--- src/rtl/dct_pkg.sv ---
package dct_pkg;

	localparam int COL_W = 12;
	localparam int ROW_W = 16;
	localparam int CNT_W = 4;
	localparam int QUEUE_DEPTH = 4;
	localparam int QPTR_W = $clog2(QUEUE_DEPTH);

	localparam logic [2:0] CFG_FRAME_WIDTH   = 3'd0;
	localparam logic [2:0] CFG_FRAME_HEIGHT  = 3'd1;
	localparam logic [2:0] CFG_WINDOW_RADIUS = 3'd2;
	localparam logic [2:0] CFG_OMEGA_WEIGHT  = 3'd3;
	localparam logic [2:0] CFG_INV_AIR_BLUE  = 3'd4;
	localparam logic [2:0] CFG_INV_AIR_GREEN = 3'd5;
	localparam logic [2:0] CFG_INV_AIR_RED   = 3'd6;

	localparam logic CMD_PIXEL = 1'b0;
	localparam logic CMD_DRAIN = 1'b1;

	localparam logic [23:0] NORM_CAP  = 24'hFF0000;
	localparam logic [7:0]  DARK_INIT = 8'hFF;
	localparam logic [33:0] ONE_Q14   = 34'd16384;
	localparam logic [33:0] HALF_LSB  = 34'd512;

	typedef struct packed {
		logic [COL_W-1:0] width;
		logic [ROW_W-1:0] height;
		logic [2:0]       radius;
	} geom_t;

	typedef enum logic [2:0] {
		BK_IDLE,
		BK_PREP,
		BK_SCAN,
		BK_FLUSH,
		BK_MUL,
		BK_HOLD
	} back_state_t;

	function automatic logic [7:0] min8(input logic [7:0] a, input logic [7:0] b);
		return (a < b) ? a : b;
	endfunction

	function automatic logic [23:0] min24(input logic [23:0] a, input logic [23:0] b);
		return (a < b) ? a : b;
	endfunction

	function automatic logic [23:0] scale_chan(input logic [7:0] v, input logic [19:0] inv);
		logic [27:0] p;
		p = {20'd0, v} * {8'd0, inv};
		return (p > {4'd0, NORM_CAP}) ? NORM_CAP : p[23:0];
	endfunction

endpackage

--- src/rtl/dct_job_queue.sv ---
module dct_job_queue
	import dct_pkg::*;
#(
	parameter int W = 44
) (
	input  logic         clk,
	input  logic         arst_n,
	input  logic         push,
	input  logic [W-1:0] din,
	input  logic         pop,
	output logic [W-1:0] dout,
	output logic         full,
	output logic         empty
);

	logic [W-1:0]      slot_q [QUEUE_DEPTH];
	logic [QPTR_W-1:0] wp_q, rp_q;
	logic [QPTR_W:0]   cnt_q;

	always_ff @(posedge clk) begin
		if (push) begin
			slot_q[wp_q] <= din;
		end
	end

	always_ff @(posedge clk or negedge arst_n) begin
		if (!arst_n) begin
			wp_q  <= '0;
			rp_q  <= '0;
			cnt_q <= '0;
		end else begin
			if (push) begin
				wp_q <= wp_q + 1'b1;
			end
			if (pop) begin
				rp_q <= rp_q + 1'b1;
			end
			if (push && !pop) begin
				cnt_q <= cnt_q + 1'b1;
			end else if (pop && !push) begin
				cnt_q <= cnt_q - 1'b1;
			end
		end
	end

	assign dout  = slot_q[rp_q];
	assign full  = (cnt_q == (QPTR_W+1)'(QUEUE_DEPTH));
	assign empty = (cnt_q == '0);

endmodule

--- config.mk ---
export PLATFORM = sky130hd
export DESIGN_NAME = dct_job_queue
export DESIGN_NICKNAME = d
export VERILOG_FILES = /design/src/rtl/dct_pkg.sv /design/src/rtl/dct_job_queue.sv
export SDC_FILE = /design/constraint.sdc
export NUM_CORES = 1
export LEC_CHECK = 0
export CORE_MARGIN = 4
export CORE_UTILIZATION = 35
export DETAILED_ROUTE_END_ITERATION = 10
export DONT_BUFFER_PORTS = 1
export PLACE_DENSITY_LB_ADDON = 0.1
export SLEW_MARGIN = 15
export SYNTH_ARGS = -nofsm -noshare
export SYNTH_HDL_FRONTEND = slang
export SYNTH_SLANG_ARGS = --single-unit
--- constraint.sdc ---
create_clock -name clk -period 2.7 [get_ports clk]
set_clock_uncertainty 0.15 [all_clocks]
set_input_delay 0.54 -clock clk [delete_from_list [all_inputs] [get_ports clk]]
set_output_delay 0.54 -clock clk [all_outputs]
set_load 0.02 [all_outputs]
# Yosys cells after proc, flatten, opt, wreduce, memory -nomap -nowiden
# Memories as Yosys holds them, arrays and structs flattened.
# Cells that the tools add are included.
# word_totals
regBits,7
latch_bits,0
ramBits,176
mem_bits_ro,0
in_bits,48
out_inout_bits,46
elab_cells,19
mem_count,1
# op_classes
addsub,4
multipliers,0
div,0
order_cmp,0
eq_ne,1
n_shift,0
muxes,4
n_bitwise,0
reduce_logical,6
# mem_list
name,words,width,read_ports,rd_clocked_by_memory_dff,write_ports,line,source
slot_q,4,44,1,0,1,dct_job_queue.sv:16,logic [W-1:0] slot_q [QUEUE_DEPTH];
# op_table
op,count
3-bit 2-to-1 mux,2
"2-bit by 1-bit adder with 2-bit output, second input constant",2
"3-bit by 1-bit adder with 3-bit output, second input constant",1
"3-bit == test, second input constant",1
3-bit zero test,1
"3-bit by 1-bit subtractor with 3-bit output, second input constant",1
1-bit logical AND,2
1-bit zero test,2
1-bit 2-to-1 mux,2
2-bit nonzero test,1

# Depth between registers and ports, before layout
# Gate-level depths: netlist of the first run.
# depth
ltp_word,4
depth_mapped,7
depth_no_buf,7

# Worst setup path after synthesis of the first run
# No wires, ideal clock.
# synth_path
path_kind,reg-to-reg
startpoint,register wp_q[0]
endpoint,memory slot_q[2][0] (enable)
setup_ns,0.406
t_arrival_ns,1.673
t_required_ns,2.144
path_slack_ns,0.471
stages_incl_launch_ff,4
n_path_buf,0
synth_period_minus_slack_ns,2.229
cell_sequence,dfrtp_1 -> inv_1 -> ha_1 -> and2_1
# synth_lines
element,line,source
"start, declared",dct_job_queue.sv:17,"logic [QPTR_W-1:0] wp_q, rp_q;"
"start signal, assigned",dct_job_queue.sv:33,wp_q <= wp_q + 1'b1;
"end, declared",dct_job_queue.sv:16,
# Straight into the memory's write port.

# Worst setup path in the final report of the first run
# layout_path
startpoint,register rp_q[0]
endpoint,output port dout[40]
# layout_between
elab_chain_cells,1
# layout_lines
element,line,source
"start, declared",dct_job_queue.sv:17,
"start signal, assigned",dct_job_queue.sv:36,rp_q <= rp_q + 1'b1;
memory 4 x 44 bit,n/a,
"end, declared",dct_job_queue.sv:11,"output logic [W-1:0] dout,"
# Every way passes these cells.

==> results.md, run 1 <==
- Status: finished, final reports clean
- CP Capture Type: primary output
- Cell accounting for the most synthesized area: edfxtp_1
- Worst slew margin: 54.35%
- Cell chain of the critical path: buf_4 > mux4_1
- # Max-Cap Violations: 0
- Synth Net Count: 318
- Critical setup path kind: reg2out
- HP Class: in2reg
- Netlist Area Pre-Place: 0.006805 mm²
- Drt first pass iters: 4
- CTS tree: built
- Ys flop type: edfxtp_1
- Yosys warning total: 0
- Pin count of the biggest net entering global routing: 27
- Max Freq: 390.5 MHz
- Post-synth ARST share: 3.825%
- Count of cell types in the netlist: 19
- Ratio of cells with drive above 1 in the final layout: 29.93%
- Yosys reg bits: 183
- Initial DRC Count: 136
- Starting Density: 36.02%
- Die area: 0.02174 mm²
- PD cells: 1142 mW/mm²
- Core area: 0.01889 mm²
- Worst Setup Start Kind: flop
- Layout area overhead: 14.43%
- H-tree depth: 4
- Hpwl dp: 7508 µm
- Root Buffer: clkbuf_16
- Synth top area share: 77.66%
- Register area share after synthesis: 80.24%
- Die X: 147.4 µm
- Minimum clock period: 2.561 ns
- EDFF count, synth: 176
- Mapped Cells: 264
- Die span in y: 147.4 µm
- RSZ-0062 raised after global routing: false
- Setup-failing EPs final: 0
- Port bufs: 0
- Gr usage total: 12.16%
- Clock sinks: 183
- Slew @ Worst Pin: 0.6833 ns
- Gpl congestion: 0.6528
- Placed cells: 528
- Post-route ant nets: 0
- First-pass GRT wire length: 18,960 µm
- Setup_tns: 0 ns
- Most frequent cell after synthesis: edfxtp_1
- Worst Path Max Fanout: 7
- GR Overflow Total: 0
- CTS Buf Count: 17
- Final core utilization: 41.22%
- Synth area leaders: edfxtp_1 (78%), mux4_2 (13%), dfrtp_1 (2.6%)
- Final Hold Fails: 0
- Clock latency on the worst-skew pair: 0.41 ns
- Avg Inst Size Synth: 25.78 µm²
- Vias in the first global route: 2,955
- Slew Viols, Final: 0
- Initial antenna violation count: 0
- Max stage delay on crit path: 0.70 ns
- Clock tree buffer depth: 2
- Site Rows: 50
- Fin cells: 564
- N_diodes: 0
- Final WL: 12,520 µm
- Crit path DAT: 1.87 ns
- Worst Path Required: 2.01 ns
- DR vias/cell: 4.715
- Synth cell count leaders: edfxtp_1 (176), mux4_2 (38), dfrtp_1 (7), mux4_1 (6)
- DR DRC count: 0
- Via count: 2,659
- I/O pins: 94
- VDD IR max: 509.9 µV
- Leak: 2.504 nW
- Period utilization: 94.85%
- Drt wl/cell: 22.19 µm
- CTS resizes: 0
- Clock-pin slew on the worst setup and hold paths: 0.06 ns
- Crit-path slowest cell: mux4_1
- Layout Nets: 345
[routing by layer]
metal	routed length, µm	track usage, %	up-vias	share of wire (%)
li1	-	-	1170	-
met1	4785	13.96	1407	38
met2	6356	19.68	74	51
met3	1261	7.082	8	10
met4	110	3.075	0	0.88
met5	0	0	-	0
[state kept, by name, summed over array words and instances, names as in the netlist]
name	flops
wp_q	2
slot_q	176
rp_q	2
cnt_q	3
[critical path: cells and delay by family (launching register included)]
| family | cells | cell delay (ns) |
|---|---|---|
| buffers and inverters | 1 | 0.23 |
| muxes | 1 | 0.70 |
| DFF | 1 | 0.52 |
[where the power goes]
part / leakage [nW] / total (mW) / switching (mW) / internal, mW
Sequential: 1.70 / 3.89 / 0.166 / 3.73
Combinational: 0.516 / 2.52 / 1.59 / 0.931
Clock: 0.291 / 2.48 / 1.02 / 1.46
Total: 2.50 / 8.89 / 2.78 / 6.12
[placed cells by master, fill, tap and decap left out, drive strengths merged, types with 2 or more instances in the layout]
| cell type | n |
|---|---|
| edfxtp | 176 |
| mux4 | 44 |
| clkbuf | 17 |
| buf | 17 |
| inv | 8 |
| dfrtp | 7 |
| clkinv | 7 |
| ha | 5 |
| and2 | 4 |
| xor2 | 4 |
| bufinv | 3 |
| xnor2 | 2 |
| nand2 | 2 |
[metrics by stage]
step	worst slack, ns	hold slack (ns)	cell area [µm²]	power, mW
after floorplan	0.4711	0.09441	6805	5.990
after global placement	0.3439	0.09476	7154	6.519
after detailed placement	0.3514	0.09469	7154	6.538
after CTS	0.08830	0.03303	7787	9.096
after global routing	0.05553	0.02780	7787	9.374
final	0.1389	0.05670	7787	8.894
[final timing paths]
check	depth (start not counted)	start	slack, ns	end
worst max-delay path	2	rp_q[0]$_DFFE_PN0P_	0.14	dout[40]
worst min-delay path	1	pop	0.06	rp_q[0]$_DFFE_PN0P_
worst max register to register	4	wp_q[0]$_DFFE_PN0P_	0.88	slot_q[2][42]$_DFFE_PP_
worst min register to register	1	cnt_q[2]$_DFFE_PN0P_	0.35	cnt_q[2]$_DFFE_PN0P_
max in group asynchronous	1	arst_n	1.83	rp_q[0]$_DFFE_PN0P_
min in group asynchronous	1	arst_n	0.30	cnt_q[2]$_DFFE_PN0P_
[cell families after synthesis]
logic type      count (synthesis)  share of synthesized area [%]
fa+ha+maj                       6                          1.213
buf+inv                        14                          1.930
xor+xnor                        6                         0.7722
mux                            45                          15.06
flops                         183                          80.24
compound gates                  1                        0.07347
simple gates                    9                         0.7169
[final cells by class]
| type | count | area, µm² |
|---|---|---|
| Timing Repair Buffer | 18 | 162.7 |
| Sequential cell | 183 | 5465 |
| Fill cell | 1688 | 11110 |
| Inverter | 4 | 15.01 |
| Clock buffer | 17 | 425.4 |
| Multi-Input combinational cell | 67 | 1219 |
| Clock inverter | 15 | 175.2 |
| Tap cell | 260 | 325.3 |
[what timing repair did]
action | CTS | global route
setup buffers | 3 | 0
endpoints found under the setup margin | 23 | 0
hold buffers | 1 | 0
hold endpoints to repair | 7 | 0
Power figures use the tool's default switching activity.
==> inputs of run 2 (changes only) <==
--- a/config.mk
+++ b/config.mk
@@ -5,8 +5,11 @@
 export SDC_FILE = /design/constraint.sdc
 export NUM_CORES = 1
 export LEC_CHECK = 0
+export CELL_PAD_IN_SITES_DETAIL_PLACEMENT = 1
+export CELL_PAD_IN_SITES_GLOBAL_PLACEMENT = 2
 export CORE_MARGIN = 4
 export CORE_UTILIZATION = 35
+export CTS_CLUSTER_SIZE = 30
 export DETAILED_ROUTE_END_ITERATION = 10
 export DONT_BUFFER_PORTS = 1
 export PLACE_DENSITY_LB_ADDON = 0.1
==> constraint.sdc (replaced) <==
create_clock -name clk -period 2.7 [get_ports clk]
set_clock_uncertainty 0.15 [all_clocks]
set_input_delay 0.405 -clock clk [delete_from_list [all_inputs] [get_ports clk]]
set_output_delay 0.405 -clock clk [all_outputs]
set_load 0.02 [all_outputs]
==> run 2 against run 1 <==
Compared with the run above:
- cell count up 7.1%
- critical path type unchanged
- hold slack better by 0.086 ns
- maximum frequency up 2.3%
- first-iteration DRC count unchanged
- count of clock-buffer cells in the layout up 2
- sequential power up 2%
- global-route usage up 0.30 points
- cell area up 5.1%
- via count up 7.5%
==> results.md, run 2 (synthesis gave the netlist of run 1 again) <==
- Slew Viols, Final: 0 (unchanged)
- Initial antenna violation count: 0 (unchanged)
- Status: finished, final reports clean (unchanged)
- Via count: 2,859 (was 2,659)
- Layout Nets: 386 (was 345)
- # Max-Cap Violations: 0 (unchanged)
- Slew @ Worst Pin: 0.6618 ns (was 0.6833 ns)
- End of the worst hold path: cnt_q[0]$_DFFE_PN0P_ (was rp_q[0]$_DFFE_PN0P_)
- Place WS: 0.4193 ns (was 0.3514 ns)
- Final Hold Fails: 0 (unchanged)
- Leak: 2.633 nW (was 2.504 nW)
- Worst slew margin: 55.78% (was 54.35%)
- GR Overflow Total: 0 (unchanged)
- Worst R2R End: slot_q[0][36]$_DFFE_PP_ (was slot_q[2][42]$_DFFE_PP_)
- DR top layer: met4 (unchanged)
- Post-route ant nets: 0 (unchanged)
- Clock-pin slew on the worst setup and hold paths: 0.06 ns (about the same)
- Site Rows: 50 (unchanged)
- Die X: 147.4 µm (unchanged)
- Final core utilization: 43.30% (was 41.22%)
- CTS Buf Count: 17 (unchanged)
- Clock sinks: 183 (unchanged)
- PD cells: 1060 mW/mm² (was 1142 mW/mm²)
- Setup WS post-layout: 0.1975 ns (was 0.1389 ns)
- Starting Density: 36.02% (unchanged)
- Setup_tns: 0 ns (unchanged)
- Die area: 0.02174 mm² (unchanged)
- Final WL: 12,890 µm (was 12,520 µm)
- R2r worst-path depth: 4 (unchanged)
- CTS resizes: 0 (unchanged)
- Die span in y: 147.4 µm (unchanged)
- Worst Path Max Fanout: 13 (was 7)
- Worst Path Required: 2.14 ns (was 2.01 ns)
- Final Cell Area: 0.008182 mm² (was 0.007787 mm²)
- Leading cell type in the layout, fill and taps excluded: edfxtp_1 (unchanged)
- CTS tree: built (unchanged)
- Placed Area: 0.007169 mm² (was 0.007154 mm²)
- Max Freq: 399.6 MHz (was 390.5 MHz)
- Initial DRC Count: 136 (unchanged)
- N_diodes: 0 (unchanged)
- Port bufs: 0 (unchanged)
- Vias in the first global route: 3,260 (was 2,955)
- Worst Setup Start Kind: flop (unchanged)
- Drt first pass iters: 4 (unchanged)
- Max reg flops: 176 (unchanged)
- Top reg by flops: slot_q (unchanged)
- Critical setup path kind: reg2out (unchanged)
- DR vias/cell: 4.733 (was 4.715)
- Wire length on met3: 738 µm (was 1261 µm)
- Top Registers: slot_q: 176 flops, cnt_q: 3 flops (unchanged)
- CP Capture Type: primary output (unchanged)
- Minimum clock period: 2.503 ns (was 2.561 ns)
- Setup-failing EPs final: 0 (unchanged)
- Hold Crit Start: push (was pop)
- Ratio of cells with drive above 1 in the final layout: 24.71% (was 29.93%)
- R2R Setup Slk: 0.90 ns (was 0.88 ns)
- Drt wl/cell: 21.34 µm (was 22.19 µm)
- Layout area overhead: 20.22% (was 14.43%)
- Most frequent cells in the layout: edfxtp_1 (176), dlygate4sd3_1 (47), mux4_2 (38) (was edfxtp_1 (176), mux4_2 (38), clkbuf_16 (17))
- H-tree depth: 4 (unchanged)
- Core area: 0.01889 mm² (unchanged)
- Root Buffer: clkbuf_16 (unchanged)
- WL met1: 5325 µm (was 4785 µm)
- Worst hold path depth: 2 (was 1)
- Clock latency on the worst-skew pair: 0.41 ns (about the same)
- VDD IR max: 443.8 µV (was 509.9 µV)
- Period utilization: 92.69% (was 94.85%)
- RSZ-0062 raised after global routing: false (unchanged)
- Gpl congestion: 0.7314 (was 0.6528)
- Fillcell total: 1,751 (was 1,688)
- Met2 WL: 6706 µm (was 6356 µm)
- Pin count of the biggest net entering global routing: 41 (was 27)
- Worst r2r src: wp_q[0]$_DFFE_PN0P_ (unchanged)
- HP Class: in2reg (unchanged)
- Gr usage total: 12.45% (was 12.16%)
- Clock tree buffer depth: 2 (unchanged)
- Crit path DAT: 1.95 ns (was 1.87 ns)
- Hpwl dp: 7788 µm (was 7508 µm)
- First-pass GRT wire length: 19,820 µm (was 18,960 µm)
- DR DRC count: 0 (unchanged)
- I/O pins: 94 (unchanged)
## run 2: cell types whose count changed in the layout (fill, tap and decap cells not counted), moves of 3 or more
cell,before,now
dlygate4sd3_1,1,47
buf_4,15,6
clkinvlp_4,1,6
buf_12,2,5
bufinv_16,3,0
clkinv_4,3,0
## run 2: metrics by stage
stage	hold slack [ns]	total power [mW]	cells
after CTS	0.1231	8.874	604
after floorplan	-0.04059	5.990	264
after detailed placement	-0.04018	6.529	525
after global placement	-0.04025	6.505	525
after global routing	0.1533	9.163	604
final	0.1431	8.670	604
## run 2: layout make-up
class / count / area, µm² / share of cell area, %
Clock buffer: 19 / 432.9 / 5.291
Clock inverter: 12 / 81.33 / 0.9940
Inverter: 4 / 15.01 / 0.1835
Multi-Input combinational cell: 67 / 1219 / 14.90
Sequential cell: 183 / 5465 / 66.80
Tap cell: 260 / 325.3 / 3.976
Timing Repair Buffer: 59 / 643.1 / 7.861
## run 2: report_power, final
group / switching (mW) / total, mW / internal (mW)
Clock: 1.01 / 2.18 / 1.17
Combinational: 1.54 / 2.53 / 0.995
Sequential: 0.236 / 3.96 / 3.72
Total: 2.78 / 8.67 / 5.89
## run 2: critical path: stages (launching register included)
cell and delay [ns]:
dfrtp_4 0.62, buf_4 0.29, mux4_2 0.61
## run 2: timing repair
item	CTS	global route
hold buffers	47	0
endpoints found under the setup margin	10	0
buffers inserted	1	0
endpoints found under the hold margin	187	0
## run 2: routing by layer
layer / vias to the layer above / track usage [%]
li1: 1257 / -
met1: 1520 / 14.83
met2: 72 / 21.13
met3: 10 / 4.874
met4: 0 / 3.635
met5: - / 0
## run 2: how the worst max path moves through the flow
stage / from / endpoint / slack [ns] / cells after the start
finish: rp_q[0]$_DFFE_PN0P_ / dout[2] / 0.20 / 2
global placement: rp_q[0]$_DFFE_PN0P_ / dout[1] / 0.41 / 2
floorplan: wp_q[0]$_DFFE_PN0P_ / slot_q[2][0]$_DFFE_PP_ / 0.47 / 3
CTS: rp_q[0]$_DFFE_PN0P_ / dout[2] / 0.13 / 2
detailed placement: rp_q[0]$_DFFE_PN0P_ / dout[2] / 0.42 / 2
global route: rp_q[0]$_DFFE_PN0P_ / dout[33] / 0.08 / 2
==> inputs of run 3 (changes only) <==
--- a/config.mk
+++ b/config.mk
@@ -8,10 +8,11 @@
 export CELL_PAD_IN_SITES_DETAIL_PLACEMENT = 1
 export CELL_PAD_IN_SITES_GLOBAL_PLACEMENT = 2
 export CORE_MARGIN = 4
-export CORE_UTILIZATION = 35
+export CORE_UTILIZATION = 48
 export CTS_CLUSTER_SIZE = 30
 export DETAILED_ROUTE_END_ITERATION = 10
 export DONT_BUFFER_PORTS = 1
+export GPL_TIMING_DRIVEN = 0
 export PLACE_DENSITY_LB_ADDON = 0.1
 export SLEW_MARGIN = 15
 export SYNTH_ARGS = -nofsm -noshare
==> run 3 against run 2 <==
Compared with the run above:
- non-clock buffer count shrank 2
- clock power grew 9.2%
- cell area down 1.1%
- via count fell by 0.91%
- hold slack improved by 0.0054 ns
- global-route usage is 3.6 points higher
- critical path type unchanged
- critical endpoint is now dout[16]
==> results.md, run 3 (synthesis gave the netlist of run 1 again) <==
- Status: finished, final reports clean (unchanged)
- Fillcell total: 1,141 (was 1,751)
- Hold WS: 0.1485 ns (was 0.1431 ns)
- Comb pwr share: 29.3% (was 29.2%)
- I/O pins: 94 (unchanged)
- GR Overflow Total: 0 (unchanged)
- H-tree depth: 4 (unchanged)
- Final Cell Area: 0.008088 mm² (was 0.008182 mm²)
- Initial antenna violation count: 0 (unchanged)
- Clock latency on the worst-skew pair: 0.42 ns (was 0.41 ns)
- Critical setup path kind: reg2out (unchanged)
- Setup-failing EPs final: 0 (unchanged)
- Top reg by flops: slot_q (unchanged)
- Sw power: 2.765 mW (was 2.784 mW)
- Die area: 0.01615 mm² (was 0.02174 mm²)
- Worst slew margin: 50.89% (was 55.78%)
- Most frequent cells in the layout: edfxtp_1 (176), dlygate4sd3_1 (47), mux4_2 (38) (unchanged)
- Clock share of power: 26.9% (was 25.1%)
- Post-route ant nets: 0 (unchanged)
- Drt first pass iters: 5 (was 4)
- Setup bufs post-CTS: 0 (was 1)
- Hpwl dp: 6589 µm (was 7788 µm)
- Port bufs: 0 (unchanged)
- Initial DRC Count: 201 (was 136)
- Gpl congestion: 0.6721 (was 0.7314)
- Root Buffer: clkbuf_16 (unchanged)
- Leading cell type in the layout, fill and taps excluded: edfxtp_1 (unchanged)
- Layout area overhead: 18.85% (was 20.22%)
- Ratio of cells with drive above 1 in the final layout: 24.20% (was 24.71%)
- Final Hold Fails: 0 (unchanged)
- CTS Buf Count: 17 (unchanged)
- Core area: 0.01388 mm² (was 0.01889 mm²)
- CTS tree: built (unchanged)
- Place WS: 0.7996 ns (was 0.4193 ns)
- Gr usage total: 16.01% (was 12.45%)
- Site Rows: 43 (was 50)
- Crit path DAT: 1.75 ns (was 1.95 ns)
- Slew @ Worst Pin: 0.7351 ns (was 0.6618 ns)
- Clock sinks: 183 (unchanged)
- N_diodes: 0 (unchanged)
- Via count: 2,833 (was 2,859)
- # Max-Cap Violations: 0 (unchanged)
- DR DRC count: 0 (unchanged)
- Minimum clock period: 2.304 ns (was 2.503 ns)
- DR vias/cell: 5.417 (was 4.733)
- CP Capture Type: primary output (unchanged)
- Worst Path Required: 2.14 ns (about the same)
- PD cells: 1094 mW/mm² (was 1060 mW/mm²)
- Flop pwr share: 43.7% (was 45.7%)
- Clock-pin slew on the worst setup and hold paths: 0.06 ns (about the same)
- Worst Path Max Fanout: 10 (was 13)
- Sw frac: 31.25% (was 32.11%)
- Placed Area: 0.007041 mm² (was 0.007169 mm²)
- Power after layout: 8.849 mW (was 8.670 mW)
- RSZ-0062 raised after global routing: false (unchanged)
- Starting Density: 49.03% (was 36.02%)
- Period utilization: 85.32% (was 92.69%)
- Pin count of the biggest net entering global routing: 45 (was 41)
- Setup WS post-layout: 0.3965 ns (was 0.1975 ns)
- Leak: 2.664 nW (was 2.633 nW)
- Slew Viols, Final: 0 (unchanged)
- Max Freq: 434.1 MHz (was 399.6 MHz)
- Final WL: 12,040 µm (was 12,890 µm)
- Worst Setup Start Kind: flop (unchanged)
- Vias in the first global route: 3,215 (was 3,260)
- VDD IR max: 551.3 µV (was 443.8 µV)
- Final core utilization: 58.27% (was 43.30%)
- HP Class: in2reg (unchanged)
- Clock tree buffer depth: 2 (unchanged)
- Layout Nets: 384 (was 386)
- R2R Setup Slk: 0.88 ns (was 0.90 ns)
- Drt wl/cell: 23.02 µm (was 21.34 µm)
- Max reg flops: 176 (unchanged)
- Die X: 127.1 µm (was 147.4 µm)
- Die span in y: 127.1 µm (was 147.4 µm)
- Int Power: 6.084 mW (was 5.886 mW)
- First-pass GRT wire length: 18,600 µm (was 19,820 µm)
- Top Registers: slot_q: 176 flops, cnt_q: 3 flops (unchanged)
[run 3: changes by cell type in the layout (fill, tap and decap cells not counted), moves of 3 or more]
cell	before	now
and2_2	4	0
buf_4	6	0
clkinvlp_4	6	1
and2_4	0	4
clkinv_4	0	3
buf_2	0	5
[run 3: layer usage]
metal,wire [µm],vias up,global-route usage (%)
li1,-,1255,-
met1,4745,1470,18.86
met2,6349,91,26.74
met3,728,17,5.351
met4,213,0,7.508
met5,0,-,0
[run 3: worst paths after layout]
| kind | from | to | cells past startpoint |
|---|---|---|---|
| worst min register to register | cnt_q[2]$_DFFE_PN0P_ | cnt_q[2]$_DFFE_PN0P_ | 1 |
| max in group asynchronous | arst_n | cnt_q[1]$_DFFE_PN0P_ | 1 |
| min in group asynchronous | arst_n | rp_q[1]$_DFFE_PN0P_ | 1 |
| worst max-delay path | rp_q[0]$_DFFE_PN0P_ | dout[16] | 3 |
| worst max register to register | wp_q[0]$_DFFE_PN0P_ | slot_q[2][13]$_DFFE_PP_ | 3 |
| worst min-delay path | push | cnt_q[0]$_DFFE_PN0P_ | 2 |
[run 3: stage by stage]
step / cells / setup TNS, ns
floorplan: 264 / 0
global placement: 444 / -77.10
detailed placement: 444 / 0
CTS: 523 / 0
global route: 523 / 0
finish: 523 / 0
[run 3: power groups by stage]
stage	clock network [mW]	registers [mW]	logic, mW
after global routing	2.59	3.91	2.79
after CTS	2.45	3.88	2.70
final	2.38	3.87	2.60
after detailed placement	0	3.94	2.60
after global placement	0	3.94	2.58
after floorplan	0	3.89	2.10
[run 3: cell type report]
class | instances | area [µm²] | share of cell area, %
Sequential cell | 183 | 5460 | 67.51
Multi-Input combinational cell | 67 | 1224 | 15.13
Timing Repair Buffer | 47 | 470.5 | 5.817
Clock buffer | 17 | 425.4 | 5.260
Tap cell | 180 | 225.2 | 2.785
Clock inverter | 15 | 151.4 | 1.872
Buffer | 10 | 116.4 | 1.439
Inverter | 4 | 15.01 | 0.1856
[run 3: critical path, stage by stage, from the launching register on]
cell     delay (ns)
dfrtp_1        0.34
buf_6          0.20
buf_12         0.18
mux4_2         0.60
[run 3: repair_timing]
item / in CTS / in global routing
hold buffers: 47 / 0
hold endpoints to repair: 187 / 0
gates resized for setup: 0 / 0
